[config.mk]
export PLATFORM = sky130hd
export DESIGN_NAME = trigonometric_mutation_de
export DESIGN_NICKNAME = d
export VERILOG_FILES = /design/src/rtl/tmde_pkg.sv /design/src/rtl/trigonometric_mutation_de.sv /design/src/rtl/tmde_regs.sv /design/src/rtl/tmde_ctrl.sv /design/src/rtl/tmde_dp.sv
export SDC_FILE = /design/constraint.sdc
export NUM_CORES = 2
export LEC_CHECK = 0
export ABC_AREA = 0
export ABC_CLOCK_PERIOD_IN_PS = 13700
export BUFFER_PORTS_ARGS = -buffer_cell sky130_fd_sc_hd__buf_2
export CAP_MARGIN = 10
export CORE_ASPECT_RATIO = 0.9
export CORE_UTILIZATION = 50
export DETAILED_ROUTE_END_ITERATION = 10
export PLACE_DENSITY = 0.76
export SLEW_MARGIN = 20
export SYNTH_ARGS = -nofsm -noshare
export SYNTH_HDL_FRONTEND = slang
export SYNTH_SLANG_ARGS = --single-unit
[constraint.sdc]
create_clock -name clk -period 13.7 [get_ports clk]
set_input_delay 0 -clock clk [delete_from_list [all_inputs] [get_ports clk]]
set_output_delay 0 -clock clk [all_outputs]
set_load 0.05 [all_outputs]
[src/rtl/tmde_pkg.sv]
// Shared types and constants of the trigonometric mutation block.
// Used by the register bank, the controller, the datapath and the top level.
`default_nettype none

package tmde_pkg;

  localparam int unsigned DATA_WIDTH_DEF = 32;
  localparam int unsigned FRAC_BITS_DEF  = 16;

  // Quotient bits produced per cycle by the divide-by-three unit.
  localparam int unsigned DIGIT_BITS = 8;

  // Number of weighted difference terms summed per element.
  localparam int unsigned MUL_TERMS = 3;

  // Request kinds carried in tuser.
  localparam logic CMD_LOAD = 1'b0;
  localparam logic CMD_ELEM = 1'b1;

  // Register indexes.
  localparam logic REG_CLAMP_LOW  = 1'b0;
  localparam logic REG_CLAMP_HIGH = 1'b1;

  // Parent selectors.
  localparam logic [1:0] SEL_A = 2'd0;
  localparam logic [1:0] SEL_B = 2'd1;
  localparam logic [1:0] SEL_C = 2'd2;

  // Controller to datapath commands.
  typedef struct packed {
    logic       capture;
    logic       prep;
    logic       div_start;
    logic       div_step;
    logic       div_first;
    logic [1:0] div_sel;
    logic       wt_write;
    logic [1:0] wt_sel;
    logic       wt_zero;
    logic       mean_step;
    logic       mul_en;
    logic [1:0] mul_sel;
    logic       acc_add;
    logic       fin_sum;
    logic       out_load;
  } cmd_t;

  // Datapath to controller status.
  typedef struct packed {
    logic cmd;
    logic sum_zero;
  } stat_t;

endpackage

`default_nettype wire

[src/rtl/trigonometric_mutation_de.sv]
// Trigonometric mutation for differential evolution, fixed point.
// Element request: the divide-by-three unit (8 quotient bits a cycle) sets the element time;
//   a new request is taken only once the previous result has been loaded into the output register.
// Load request: the three weights are divided in turn, and skipped when the sum is zero;
//   one shared restoring divider makes one weight bit a cycle.
// Synchronous active-low reset clears weights, flag and control; clamps take full range.
`default_nettype none

module trigonometric_mutation_de #(
  parameter int unsigned DATA_WIDTH = tmde_pkg::DATA_WIDTH_DEF,
  parameter int unsigned FRAC_BITS  = tmde_pkg::FRAC_BITS_DEF,
  localparam int unsigned IN_W      = ((6 * DATA_WIDTH + 7) / 8) * 8,
  localparam int unsigned OUT_W     = ((DATA_WIDTH + 7) / 8) * 8,
  localparam int unsigned APB_W     = (DATA_WIDTH > 32) ? 64 : 32,
  localparam int unsigned ADDR_W    = (DATA_WIDTH > 32) ? 4 : 3
) (
  input  wire logic              clk,
  input  wire logic              rst_n,
  input  wire logic              in_tvalid,
  output logic                   in_tready,
  // fitness_a, fitness_b, fitness_c, value_a, value_b, value_c, zero padding
  input  wire logic [IN_W-1:0]   in_tdata,
  // command
  input  wire logic              in_tuser,
  input  wire logic              in_tlast,
  output logic                   out_tvalid,
  input  wire logic              out_tready,
  // mutant, zero padding
  output logic [OUT_W-1:0]       out_tdata,
  // zero_sum
  output logic                   out_tuser,
  output logic                   out_tlast,
  input  wire logic              cfg_psel,
  input  wire logic              cfg_penable,
  input  wire logic              cfg_pwrite,
  input  wire logic [ADDR_W-1:0] cfg_paddr,
  input  wire logic [APB_W-1:0]  cfg_pwdata,
  output logic      [APB_W-1:0]  cfg_prdata,
  output logic                   cfg_pready
);

  localparam int unsigned DW = DATA_WIDTH;

  tmde_pkg::cmd_t  cmd;
  tmde_pkg::stat_t stat;

  logic signed [DW-1:0] clamp_low, clamp_high;
  logic [DW-1:0]        mutant;

  assign cfg_pready = 1'b1;

  tmde_regs #(
    .DATA_WIDTH (DATA_WIDTH),
    .APB_W      (APB_W),
    .ADDR_W     (ADDR_W)
  ) u_regs (
    .clk        (clk),
    .rst_n      (rst_n),
    .psel       (cfg_psel),
    .penable    (cfg_penable),
    .pwrite     (cfg_pwrite),
    .paddr      (cfg_paddr),
    .pwdata     (cfg_pwdata),
    .prdata     (cfg_prdata),
    .clamp_low  (clamp_low),
    .clamp_high (clamp_high)
  );

  tmde_ctrl #(
    .DATA_WIDTH (DATA_WIDTH),
    .FRAC_BITS  (FRAC_BITS)
  ) u_ctrl (
    .clk        (clk),
    .rst_n      (rst_n),
    .in_tvalid  (in_tvalid),
    .in_tready  (in_tready),
    .out_tvalid (out_tvalid),
    .out_tready (out_tready),
    .cmd        (cmd),
    .stat       (stat)
  );

  tmde_dp #(
    .DATA_WIDTH (DATA_WIDTH),
    .FRAC_BITS  (FRAC_BITS)
  ) u_dp (
    .clk        (clk),
    .rst_n      (rst_n),
    .cmd        (cmd),
    .stat       (stat),
    .in_cmd     (in_tuser),
    .in_last    (in_tlast),
    .fit_a      (in_tdata[DW-1:0]),
    .fit_b      (in_tdata[2*DW-1:DW]),
    .fit_c      (in_tdata[3*DW-1:2*DW]),
    .val_a      (in_tdata[4*DW-1:3*DW]),
    .val_b      (in_tdata[5*DW-1:4*DW]),
    .val_c      (in_tdata[6*DW-1:5*DW]),
    .clamp_low  (clamp_low),
    .clamp_high (clamp_high),
    .mutant     (mutant),
    .last_out   (out_tlast),
    .zero_sum   (out_tuser)
  );

  assign out_tdata = OUT_W'(mutant);

endmodule

`default_nettype wire

[src/rtl/tmde_regs.sv]
// APB register bank holding the two clamp bounds.
// Depends on tmde_pkg for the register indexes.
`default_nettype none

module tmde_regs #(
  parameter int unsigned DATA_WIDTH = tmde_pkg::DATA_WIDTH_DEF,
  parameter int unsigned APB_W      = 32,
  parameter int unsigned ADDR_W     = 3
) (
  input  wire logic                         clk,
  input  wire logic                         rst_n,
  input  wire logic                         psel,
  input  wire logic                         penable,
  input  wire logic                         pwrite,
  input  wire logic [ADDR_W-1:0]            paddr,
  input  wire logic [APB_W-1:0]             pwdata,
  output logic      [APB_W-1:0]             prdata,
  output logic signed [DATA_WIDTH-1:0]      clamp_low,
  output logic signed [DATA_WIDTH-1:0]      clamp_high
);

  logic signed [DATA_WIDTH-1:0] clamp_low_r, clamp_low_nxt;
  logic signed [DATA_WIDTH-1:0] clamp_high_r, clamp_high_nxt;
  logic                         wr_en;
  logic                         idx;

  // The register index is the address bit just above the byte offset.
  assign idx   = paddr[ADDR_W-1];
  assign wr_en = psel && penable && pwrite;

  always_comb begin
    clamp_low_nxt  = clamp_low_r;
    clamp_high_nxt = clamp_high_r;
    if (wr_en) begin
      unique case (idx)
        tmde_pkg::REG_CLAMP_LOW:  clamp_low_nxt  = pwdata[DATA_WIDTH-1:0];
        tmde_pkg::REG_CLAMP_HIGH: clamp_high_nxt = pwdata[DATA_WIDTH-1:0];
        default: ;
      endcase
    end
  end

  always_ff @(posedge clk) begin
    if (!rst_n) begin
      clamp_low_r  <= {1'b1, {(DATA_WIDTH-1){1'b0}}};
      clamp_high_r <= {1'b0, {(DATA_WIDTH-1){1'b1}}};
    end else begin
      clamp_low_r  <= clamp_low_nxt;
      clamp_high_r <= clamp_high_nxt;
    end
  end

  always_comb begin
    unique case (idx)
      tmde_pkg::REG_CLAMP_LOW:  prdata = APB_W'(clamp_low_r);
      tmde_pkg::REG_CLAMP_HIGH: prdata = APB_W'(clamp_high_r);
      default:                  prdata = '0;
    endcase
  end

  assign clamp_low  = clamp_low_r;
  assign clamp_high = clamp_high_r;

endmodule

`default_nettype wire

[src/rtl/tmde_ctrl.sv]
// Controller of the trigonometric mutation block: sequences loads, the
// weight divisions and the element arithmetic. Depends on tmde_pkg.
`default_nettype none

module tmde_ctrl #(
  parameter int unsigned DATA_WIDTH = tmde_pkg::DATA_WIDTH_DEF,
  parameter int unsigned FRAC_BITS  = tmde_pkg::FRAC_BITS_DEF
) (
  input  wire logic            clk,
  input  wire logic            rst_n,
  input  wire logic            in_tvalid,
  output logic                 in_tready,
  output logic                 out_tvalid,
  input  wire logic            out_tready,
  output tmde_pkg::cmd_t       cmd,
  input  wire tmde_pkg::stat_t stat
);

  localparam int unsigned MSTEPS = (DATA_WIDTH + 2 + tmde_pkg::DIGIT_BITS - 1) /
                                   tmde_pkg::DIGIT_BITS;
  localparam int unsigned E_CNT  = (MSTEPS > tmde_pkg::MUL_TERMS + 1) ?
                                   MSTEPS : tmde_pkg::MUL_TERMS + 1;
  localparam int unsigned E_LAST = E_CNT - 1;
  localparam int unsigned CNT_MAX = (FRAC_BITS > E_LAST) ? FRAC_BITS : E_LAST;
  localparam int unsigned CNT_W  = $clog2(CNT_MAX + 1);

  localparam logic [2:0] S_IDLE = 3'd0;
  localparam logic [2:0] S_PREP = 3'd1;
  localparam logic [2:0] S_CHK  = 3'd2;
  localparam logic [2:0] S_DIV  = 3'd3;
  localparam logic [2:0] S_WR   = 3'd4;
  localparam logic [2:0] S_ELEM = 3'd5;
  localparam logic [2:0] S_SUM  = 3'd6;
  localparam logic [2:0] S_OUT  = 3'd7;

  logic [2:0]       state_r, state_nxt;
  logic [CNT_W-1:0] cnt_r, cnt_nxt;
  logic [1:0]       sel_r, sel_nxt;
  logic             out_valid_r, out_valid_nxt;

  always_comb begin
    state_nxt = state_r;
    cnt_nxt   = cnt_r;
    sel_nxt   = sel_r;
    cmd       = '0;
    in_tready = 1'b0;

    unique case (state_r)
      S_IDLE: begin
        in_tready   = 1'b1;
        cmd.capture = in_tvalid;
        if (in_tvalid) begin
          state_nxt = S_PREP;
        end
      end
      S_PREP: begin
        cmd.prep = 1'b1;
        cnt_nxt  = '0;
        if (stat.cmd == tmde_pkg::CMD_LOAD) begin
          state_nxt = S_CHK;
        end else begin
          state_nxt = S_ELEM;
        end
      end
      S_CHK: begin
        if (stat.sum_zero) begin
          cmd.wt_zero = 1'b1;
          state_nxt   = S_IDLE;
        end else begin
          cmd.div_start = 1'b1;
          cmd.div_sel   = tmde_pkg::SEL_A;
          sel_nxt       = tmde_pkg::SEL_A;
          cnt_nxt       = '0;
          state_nxt     = S_DIV;
        end
      end
      S_DIV: begin
        cmd.div_step  = 1'b1;
        cmd.div_first = (cnt_r == '0);
        if (cnt_r == CNT_W'(FRAC_BITS)) begin
          cnt_nxt   = '0;
          state_nxt = S_WR;
        end else begin
          cnt_nxt = cnt_r + 1'b1;
        end
      end
      S_WR: begin
        cmd.wt_write = 1'b1;
        cmd.wt_sel   = sel_r;
        if (sel_r == tmde_pkg::SEL_C) begin
          state_nxt = S_IDLE;
        end else begin
          cmd.div_start = 1'b1;
          cmd.div_sel   = sel_r + 2'd1;
          sel_nxt       = sel_r + 2'd1;
          state_nxt     = S_DIV;
        end
      end
      S_ELEM: begin
        // The divide-by-three digits and the three products share these cycles;
        // each product is accumulated in the cycle after it is registered.
        cmd.mean_step = (cnt_r < CNT_W'(MSTEPS));
        cmd.mul_en    = (cnt_r < CNT_W'(tmde_pkg::MUL_TERMS));
        cmd.mul_sel   = cnt_r[1:0];
        cmd.acc_add   = (cnt_r >= CNT_W'(1)) && (cnt_r <= CNT_W'(tmde_pkg::MUL_TERMS));
        if (cnt_r == CNT_W'(E_LAST)) begin
          cnt_nxt   = '0;
          state_nxt = S_SUM;
        end else begin
          cnt_nxt = cnt_r + 1'b1;
        end
      end
      S_SUM: begin
        cmd.fin_sum = 1'b1;
        state_nxt   = S_OUT;
      end
      S_OUT: begin
        if (!out_valid_r || out_tready) begin
          cmd.out_load = 1'b1;
          state_nxt    = S_IDLE;
        end
      end
      default: state_nxt = S_IDLE;
    endcase
  end

  always_comb begin
    out_valid_nxt = out_valid_r;
    if (cmd.out_load) begin
      out_valid_nxt = 1'b1;
    end else if (out_tready) begin
      out_valid_nxt = 1'b0;
    end
  end

  always_ff @(posedge clk) begin
    if (!rst_n) begin
      state_r     <= S_IDLE;
      cnt_r       <= '0;
      sel_r       <= tmde_pkg::SEL_A;
      out_valid_r <= 1'b0;
    end else begin
      state_r     <= state_nxt;
      cnt_r       <= cnt_nxt;
      sel_r       <= sel_nxt;
      out_valid_r <= out_valid_nxt;
    end
  end

  assign out_tvalid = out_valid_r;

endmodule

`default_nettype wire

[src/rtl/tmde_dp.sv]
// Datapath of the trigonometric mutation block: weight divider, stored
// weights, divide-by-three unit, shared multiplier, accumulator and clamp.
// Depends on tmde_pkg for the command and status structs.
`default_nettype none

module tmde_dp #(
  parameter int unsigned DATA_WIDTH = tmde_pkg::DATA_WIDTH_DEF,
  parameter int unsigned FRAC_BITS  = tmde_pkg::FRAC_BITS_DEF
) (
  input  wire logic                    clk,
  input  wire logic                    rst_n,
  input  wire tmde_pkg::cmd_t          cmd,
  output tmde_pkg::stat_t              stat,
  input  wire logic                    in_cmd,
  input  wire logic                    in_last,
  input  wire logic signed [DATA_WIDTH-1:0] fit_a,
  input  wire logic signed [DATA_WIDTH-1:0] fit_b,
  input  wire logic signed [DATA_WIDTH-1:0] fit_c,
  input  wire logic signed [DATA_WIDTH-1:0] val_a,
  input  wire logic signed [DATA_WIDTH-1:0] val_b,
  input  wire logic signed [DATA_WIDTH-1:0] val_c,
  input  wire logic signed [DATA_WIDTH-1:0] clamp_low,
  input  wire logic signed [DATA_WIDTH-1:0] clamp_high,
  output logic [DATA_WIDTH-1:0]        mutant,
  output logic                         last_out,
  output logic                         zero_sum
);

  localparam int unsigned DW     = DATA_WIDTH;
  localparam int unsigned WW     = FRAC_BITS + 2;
  localparam int unsigned QW     = FRAC_BITS + 1;
  localparam int unsigned MW     = DW + 2;
  localparam int unsigned RMW    = DW + 3;
  localparam int unsigned DB     = tmde_pkg::DIGIT_BITS;
  localparam int unsigned MSTEPS = (MW + DB - 1) / DB;
  localparam int unsigned MPW    = MSTEPS * DB;
  localparam int unsigned VDW    = DW + 1;
  localparam int unsigned WDW    = WW + 1;
  localparam int unsigned PW     = VDW + WDW;
  localparam int unsigned ACCW   = PW + 2;
  localparam int unsigned RW     = ACCW - FRAC_BITS + 1;

  // Captured request.
  logic                 cmd_r, last_r;
  logic [DW-1:0]        mag_a_r, mag_b_r, mag_c_r;
  logic                 neg_a_r, neg_b_r, neg_c_r;
  logic signed [DW-1:0] val_a_r, val_b_r, val_c_r;

  // Weight divider.
  logic [MW-1:0]  sum_r;
  logic [RMW-1:0] rem_div_r;
  logic [QW-1:0]  quo_r;
  logic [DW-1:0]  div_mag;
  logic [RMW-1:0] cand;
  logic [RMW-1:0] cand_diff;
  logic           cand_ge;

  // Stored weights and zero-sum flag.
  logic signed [WW-1:0] w_a_r, w_b_r, w_c_r;
  logic                 flag_r;
  logic signed [WW-1:0] w_mag;
  logic signed [WW-1:0] w_val;
  logic                 w_neg;

  // Divide-by-three unit.
  logic signed [MW-1:0] s_sum;
  logic [MW-1:0]        s_mag;
  logic                 s_neg_r;
  logic [MPW-1:0]       mshift_r;
  logic [1:0]           rem3_r;
  logic [1:0]           rem3;
  logic [2:0]           rem3_t;
  logic [DB-1:0]        qdig;

  // Products and accumulation.
  logic signed [WDW-1:0]  wd;
  logic signed [VDW-1:0]  vd;
  logic signed [PW-1:0]   prod_r;
  logic signed [ACCW-1:0] acc_r;

  // Final sum and clamp.
  logic [MW-1:0]        mean_q;
  logic signed [MW:0]   mean_s;
  logic signed [RW-1:0] v_r;
  logic signed [RW-1:0] lo, hi, t1, t2;
  logic [DW-1:0]        mutant_r;
  logic                 last_out_r, zero_out_r;

  always_ff @(posedge clk) begin
    if (cmd.capture) begin
      cmd_r   <= in_cmd;
      last_r  <= in_last;
      mag_a_r <= fit_a[DW-1] ? DW'(-fit_a) : DW'(fit_a);
      mag_b_r <= fit_b[DW-1] ? DW'(-fit_b) : DW'(fit_b);
      mag_c_r <= fit_c[DW-1] ? DW'(-fit_c) : DW'(fit_c);
      neg_a_r <= fit_a[DW-1];
      neg_b_r <= fit_b[DW-1];
      neg_c_r <= fit_c[DW-1];
      val_a_r <= val_a;
      val_b_r <= val_b;
      val_c_r <= val_c;
    end
  end

  assign stat.cmd      = cmd_r;
  assign stat.sum_zero = (sum_r == '0);

  // Weight divider: restoring long division of |f| * 2^FRAC_BITS by the sum.
  // The first step compares without shifting, giving the integer bit.
  always_comb begin
    case (cmd.div_sel)
      tmde_pkg::SEL_A: div_mag = mag_a_r;
      tmde_pkg::SEL_B: div_mag = mag_b_r;
      default:         div_mag = mag_c_r;
    endcase
    cand      = cmd.div_first ? rem_div_r : {rem_div_r[RMW-2:0], 1'b0};
    cand_ge   = (cand >= RMW'(sum_r));
    cand_diff = cand - RMW'(sum_r);
  end

  always_ff @(posedge clk) begin
    if (cmd.prep) begin
      sum_r <= MW'(mag_a_r) + MW'(mag_b_r) + MW'(mag_c_r);
    end
    if (cmd.div_start) begin
      rem_div_r <= RMW'(div_mag);
      quo_r     <= '0;
    end else if (cmd.div_step) begin
      rem_div_r <= cand_ge ? cand_diff : cand;
      quo_r     <= {quo_r[QW-2:0], cand_ge};
    end
  end

  always_comb begin
    case (cmd.wt_sel)
      tmde_pkg::SEL_A: w_neg = neg_a_r;
      tmde_pkg::SEL_B: w_neg = neg_b_r;
      default:         w_neg = neg_c_r;
    endcase
    w_mag = signed'({1'b0, quo_r});
    w_val = w_neg ? -w_mag : w_mag;
  end

  always_ff @(posedge clk) begin
    if (!rst_n) begin
      w_a_r  <= '0;
      w_b_r  <= '0;
      w_c_r  <= '0;
      flag_r <= 1'b0;
    end else if (cmd.wt_zero) begin
      w_a_r  <= '0;
      w_b_r  <= '0;
      w_c_r  <= '0;
      flag_r <= 1'b1;
    end else if (cmd.wt_write) begin
      flag_r <= 1'b0;
      case (cmd.wt_sel)
        tmde_pkg::SEL_A: w_a_r <= w_val;
        tmde_pkg::SEL_B: w_b_r <= w_val;
        default:         w_c_r <= w_val;
      endcase
    end
  end

  // Divide-by-three: the magnitude of a+b+c is shifted out MSB first, one
  // digit per step, and the quotient bits are shifted in behind it.
  always_comb begin
    s_sum = MW'(val_a_r) + MW'(val_b_r) + MW'(val_c_r);
    s_mag = s_sum[MW-1] ? MW'(-s_sum) : MW'(s_sum);
    rem3  = rem3_r;
    qdig  = '0;
    for (int i = 0; i < DB; i++) begin
      rem3_t = {rem3, mshift_r[MPW-1-i]};
      if (rem3_t >= 3'd3) begin
        rem3         = 2'(rem3_t - 3'd3);
        qdig[DB-1-i] = 1'b1;
      end else begin
        rem3 = rem3_t[1:0];
      end
    end
  end

  always_ff @(posedge clk) begin
    if (cmd.prep) begin
      s_neg_r  <= s_sum[MW-1];
      mshift_r <= MPW'(s_mag);
      rem3_r   <= '0;
    end else if (cmd.mean_step) begin
      mshift_r <= {mshift_r[MPW-DB-1:0], qdig};
      rem3_r   <= rem3;
    end
  end

  // One shared multiplier forms the three weighted differences in turn.
  always_comb begin
    case (cmd.mul_sel)
      tmde_pkg::SEL_A: begin
        wd = WDW'(w_b_r) - WDW'(w_a_r);
        vd = VDW'(val_a_r) - VDW'(val_b_r);
      end
      tmde_pkg::SEL_B: begin
        wd = WDW'(w_c_r) - WDW'(w_b_r);
        vd = VDW'(val_b_r) - VDW'(val_c_r);
      end
      default: begin
        wd = WDW'(w_a_r) - WDW'(w_c_r);
        vd = VDW'(val_c_r) - VDW'(val_a_r);
      end
    endcase
  end

  always_ff @(posedge clk) begin
    if (cmd.mul_en) begin
      prod_r <= wd * vd;
    end
    if (cmd.prep) begin
      acc_r <= '0;
    end else if (cmd.acc_add) begin
      acc_r <= acc_r + ACCW'(prod_r);
    end
  end

  // The arithmetic shift of the accumulator rounds toward minus infinity.
  always_comb begin
    mean_q = mshift_r[MW-1:0];
    mean_s = s_neg_r ? -signed'({1'b0, mean_q}) : signed'({1'b0, mean_q});
    lo     = RW'(clamp_low);
    hi     = RW'(clamp_high);
    t1     = (v_r < lo) ? lo : v_r;
    t2     = (t1 > hi) ? hi : t1;
  end

  always_ff @(posedge clk) begin
    if (cmd.fin_sum) begin
      v_r <= RW'(mean_s) + RW'(acc_r >>> FRAC_BITS);
    end
    if (cmd.out_load) begin
      mutant_r   <= t2[DW-1:0];
      last_out_r <= last_r;
      zero_out_r <= flag_r;
    end
  end

  assign mutant   = mutant_r;
  assign last_out = last_out_r;
  assign zero_sum = zero_out_r;

endmodule

`default_nettype wire
==> run summary <==
==================================================================================
Number of global-route vias before repair ...........................        59600
Number of iterations in the first detailed-routing pass .............            8
Total global routing overflow .......................................            0
Final core utilization ..............................................        56.9%
Final-layout setup total negative slack .............................         0 ns
Required time at the worst-slack endpoint ...........................     14.25 ns
Crit path buffers/inverters .........................................            5
Average routed wire per standard cell ...............................      21.3 um
Synthesized area per cell ...........................................     8.85 um2
Worst Path Class, Setup ............................................. flop to flop
Final Wtd Congestion ................................................        0.977
Number of setup violations in the final report ......................            0
Clk buf depth .......................................................            3
FF-to-FF path depth .................................................           38
Largest incremental delay on the critical path ......................      0.71 ns
Leading cell types by total area after synthesis .................... sky130_fd_sc_hd__fa_1 18%, sky130_fd_sc_hd__edfxtp_1 18%, sky130_fd_sc_hd__ha_1 11%
Startpoint type of the worst setup path .............................         flop
Number of instances on the worst hold path ..........................            3
Worst hold path class ............................................... input pin to flop
Highest net fanout along the worst path .............................            6
Number of synthesized register bits .................................          635
CP arrival ..........................................................     12.49 ns
Primary FF master, synth ............................................ sky130_fd_sc_hd__edfxtp_1
Final hold viol count ...............................................            0
Headroom to the max-slew limit ......................................        16.8%
Number of setup buffers added after CTS .............................            0
Maximum number of pins on one net before global-route repair ........           85
H-tree levels .......................................................            3
Number of buffers created by CTS ....................................           68
Number of placement rows ............................................          130
Async S/R FF share, synth ...........................................           0%
Net Count, Synth ....................................................         9480
CTS clock-pin slew for the worst setup and hold paths ...............      0.07 ns
Antenna violations before repair ....................................           10
Die Area ............................................................    0.143 mm2
DR vias/cell ........................................................         5.92
Share of the synthesized area in the top cell type ..................        18.4%
Worst-margin pin slew ...............................................      1.25 ns
Die Y-Extent ........................................................       359 um
Library cell appearing most often on the critical path .............. sky130_fd_sc_hd__fa_1
Outcome ............................................................. finished clean
Post-route minimum period ...........................................     11.94 ns
Max Freq ............................................................   0.0837 GHz
Stages on worst setup path ..........................................           38
Proportion of synthesized chip area in sequential cells .............        24.0%
Critical path endpoint category .....................................         flop
Synthesized cell area ...............................................   0.0707 mm2
Post-route antenna net violation count ..............................            0
Dominant cell type by area after synthesis .......................... sky130_fd_sc_hd__fa_1
Area inside the core boundary .......................................    0.140 mm2
Skew final ..........................................................    0.0270 ns
Initial Utilization .................................................        50.5%
Most common cell after layout, fill and taps aside .................. sky130_fd_sc_hd__inv_1
Number of clock sinks ...............................................          635
Number of unique standard cell types used by synthesis ..............           94
Number of warnings reported in the yosys synthesis log ..............            0
Final nets ..........................................................         9945
Number of standard cells after synthesis ............................         7984
Overall track demand over capacity in global routing ................        30.6%
Share of final-layout standard cells stronger than drive strength 1 .        7.62%
DRC .................................................................            0
Setup repair after global routing missed its margin .................        false
CTS Root Cell ....................................................... sky130_fd_sc_hd__clkbuf_16
Layout overhead on the synthesized area .............................        12.7%
Vias ................................................................        61300
Violation count after the first detailed-routing iteration ..........         6097
Wire length of the first global-routing pass ........................       339 mm
Top Family by Delay on Critical Path ................................ compound AO/OA/AOI/OAI gates
Detail Placement HPWL ...............................................       170 mm
Post-synth EDFFs ....................................................          423
Count of port buffers added during placement ........................          301
Final wirelength ....................................................       221 mm
CTS tree ............................................................         done
# Max-Cap Violations ................................................            0
Die span in x .......................................................       398 um
Clock network latency to the later pin of the worst-skew pair .......      0.68 ns
Final Max Slew Viols ................................................            0
# IOs ...............................................................          305
Final clock period utilization by the worst path ....................        87.2%
Slowest stage cell, crit path ....................................... sky130_fd_sc_hd__fa_1
Highest-count cells in the layout ignoring fill and taps ............ 1001 x sky130_fd_sc_hd__inv_1, 994 x sky130_fd_sc_hd__nand2_1, 651 x sky130_fd_sc_hd__fa_1, 609 x sky130_fd_sc_hd__ha_1, 534 x sky130_fd_sc_hd__nor2_1
==================================================================================
[area by class of cell]
type	count	area [um2]
Inverter	1004	3770
Timing Repair Buffer	690	5170
Fill cell	12100	60200
Clock inverter	42	463
Sequential cell	635	16900
Clock buffer	81	1810
Tap cell	1848	2310
Multi-Input combinational cell	6050	49100
Antenna cell	6	15.0
[registers in the layout, indices dropped and copies added (netlist names), 34 cells and up]
signal / flops
u_dp.rem_div_r: 35
u_dp.prod_r: 52
u_dp.v_r: 39
u_dp.mshift_r: 40
u_dp.sum_r: 34
u_dp.acc_r: 54
[final timing paths]
kind	slack, ns	to	start
min	0.01	u_regs.clamp_high[28]$_SDFFE_PN1P_	rst_n
max reg2reg	1.76	u_dp.prod_r[46]$_DFFE_PP_	u_dp.w_c_r[0]$_SDFFE_PP0P_
max	1.76	u_dp.prod_r[46]$_DFFE_PP_	u_dp.w_c_r[0]$_SDFFE_PP0P_
min reg2reg	0.42	u_dp.last_out$_DFFE_PP_	u_dp.last_r$_DFFE_PP_
[synthesized netlist by cell type, types with 136 or more instances]
master,number
sky130_fd_sc_hd__inv_1,1001
sky130_fd_sc_hd__nand2_1,996
sky130_fd_sc_hd__fa_1,651
sky130_fd_sc_hd__ha_1,609
sky130_fd_sc_hd__nor2_1,541
sky130_fd_sc_hd__a21oi_1,448
sky130_fd_sc_hd__edfxtp_1,423
sky130_fd_sc_hd__xnor2_1,369
sky130_fd_sc_hd__o21ai_0,347
sky130_fd_sc_hd__clkbuf_1,277
sky130_fd_sc_hd__a21o_1,234
sky130_fd_sc_hd__dfxtp_1,212
sky130_fd_sc_hd__xor2_1,139
sky130_fd_sc_hd__nor2b_1,137
sky130_fd_sc_hd__nand2b_1,136
[tightest hold or removal path, stage by stage]
cell and delay [ns]:
sky130_fd_sc_hd__buf_2 0.09, sky130_fd_sc_hd__buf_4 0.32, sky130_fd_sc_hd__o211ai_1 0.18
[what timing repair did]
item	4_1_cts	5_1_grt
hold buffers	293	0
endpoints found under the hold margin	265	0
gates resized for setup	0	0
[routing by layer]
metal	track usage [%]	share of wire (%)	vias to the layer above	wire length [um]
li1	-	-	28200	-
met1	42.9	43	29900	94900
met2	46.9	43	2811	96000
met3	6.95	10	432	23000
met4	9.25	3.3	4	7210
met5	0	0.015	-	34
[metrics by stage]
stage / area, um2 / hold slack, ns / cells / setup slack [ns]
2_1_floorplan: 70700 / 0.0989 / 7984 / 3.64
3_3_place_gp: 74400 / 0.176 / 9933 / 2.06
3_5_place_dp: 74400 / 0.178 / 9933 / 2.14
4_1_cts: 79600 / 0.00439 / 10300 / 2.08
5_1_grt: 79600 / 0.0361 / 10400 / 1.06
6_report: 79600 / 0.0148 / 10400 / 1.76
[cells by family (layout without fill, tap and decap cells)]
| kind of cell | count (synthesis) | after routing | share of synthesized area [%] |
|---|---|---|---|
| compound gates | 1808 | 1808 | 16.8 |
| xor+xnor | 508 | 508 | 6.30 |
| fa+ha+maj | 1260 | 1260 | 29.2 |
| buf+inv | 1299 | 1817 | 6.92 |
| flops | 635 | 635 | 24.0 |
| mux | 73 | 73 | 1.15 |
| other cells | 1 | 7 | 0.00531 |
| simple gates | 2400 | 2400 | 15.6 |
Power is not shown: default switching activity piles up to over one toggle a cycle in this logic, so the estimate is an artifact.
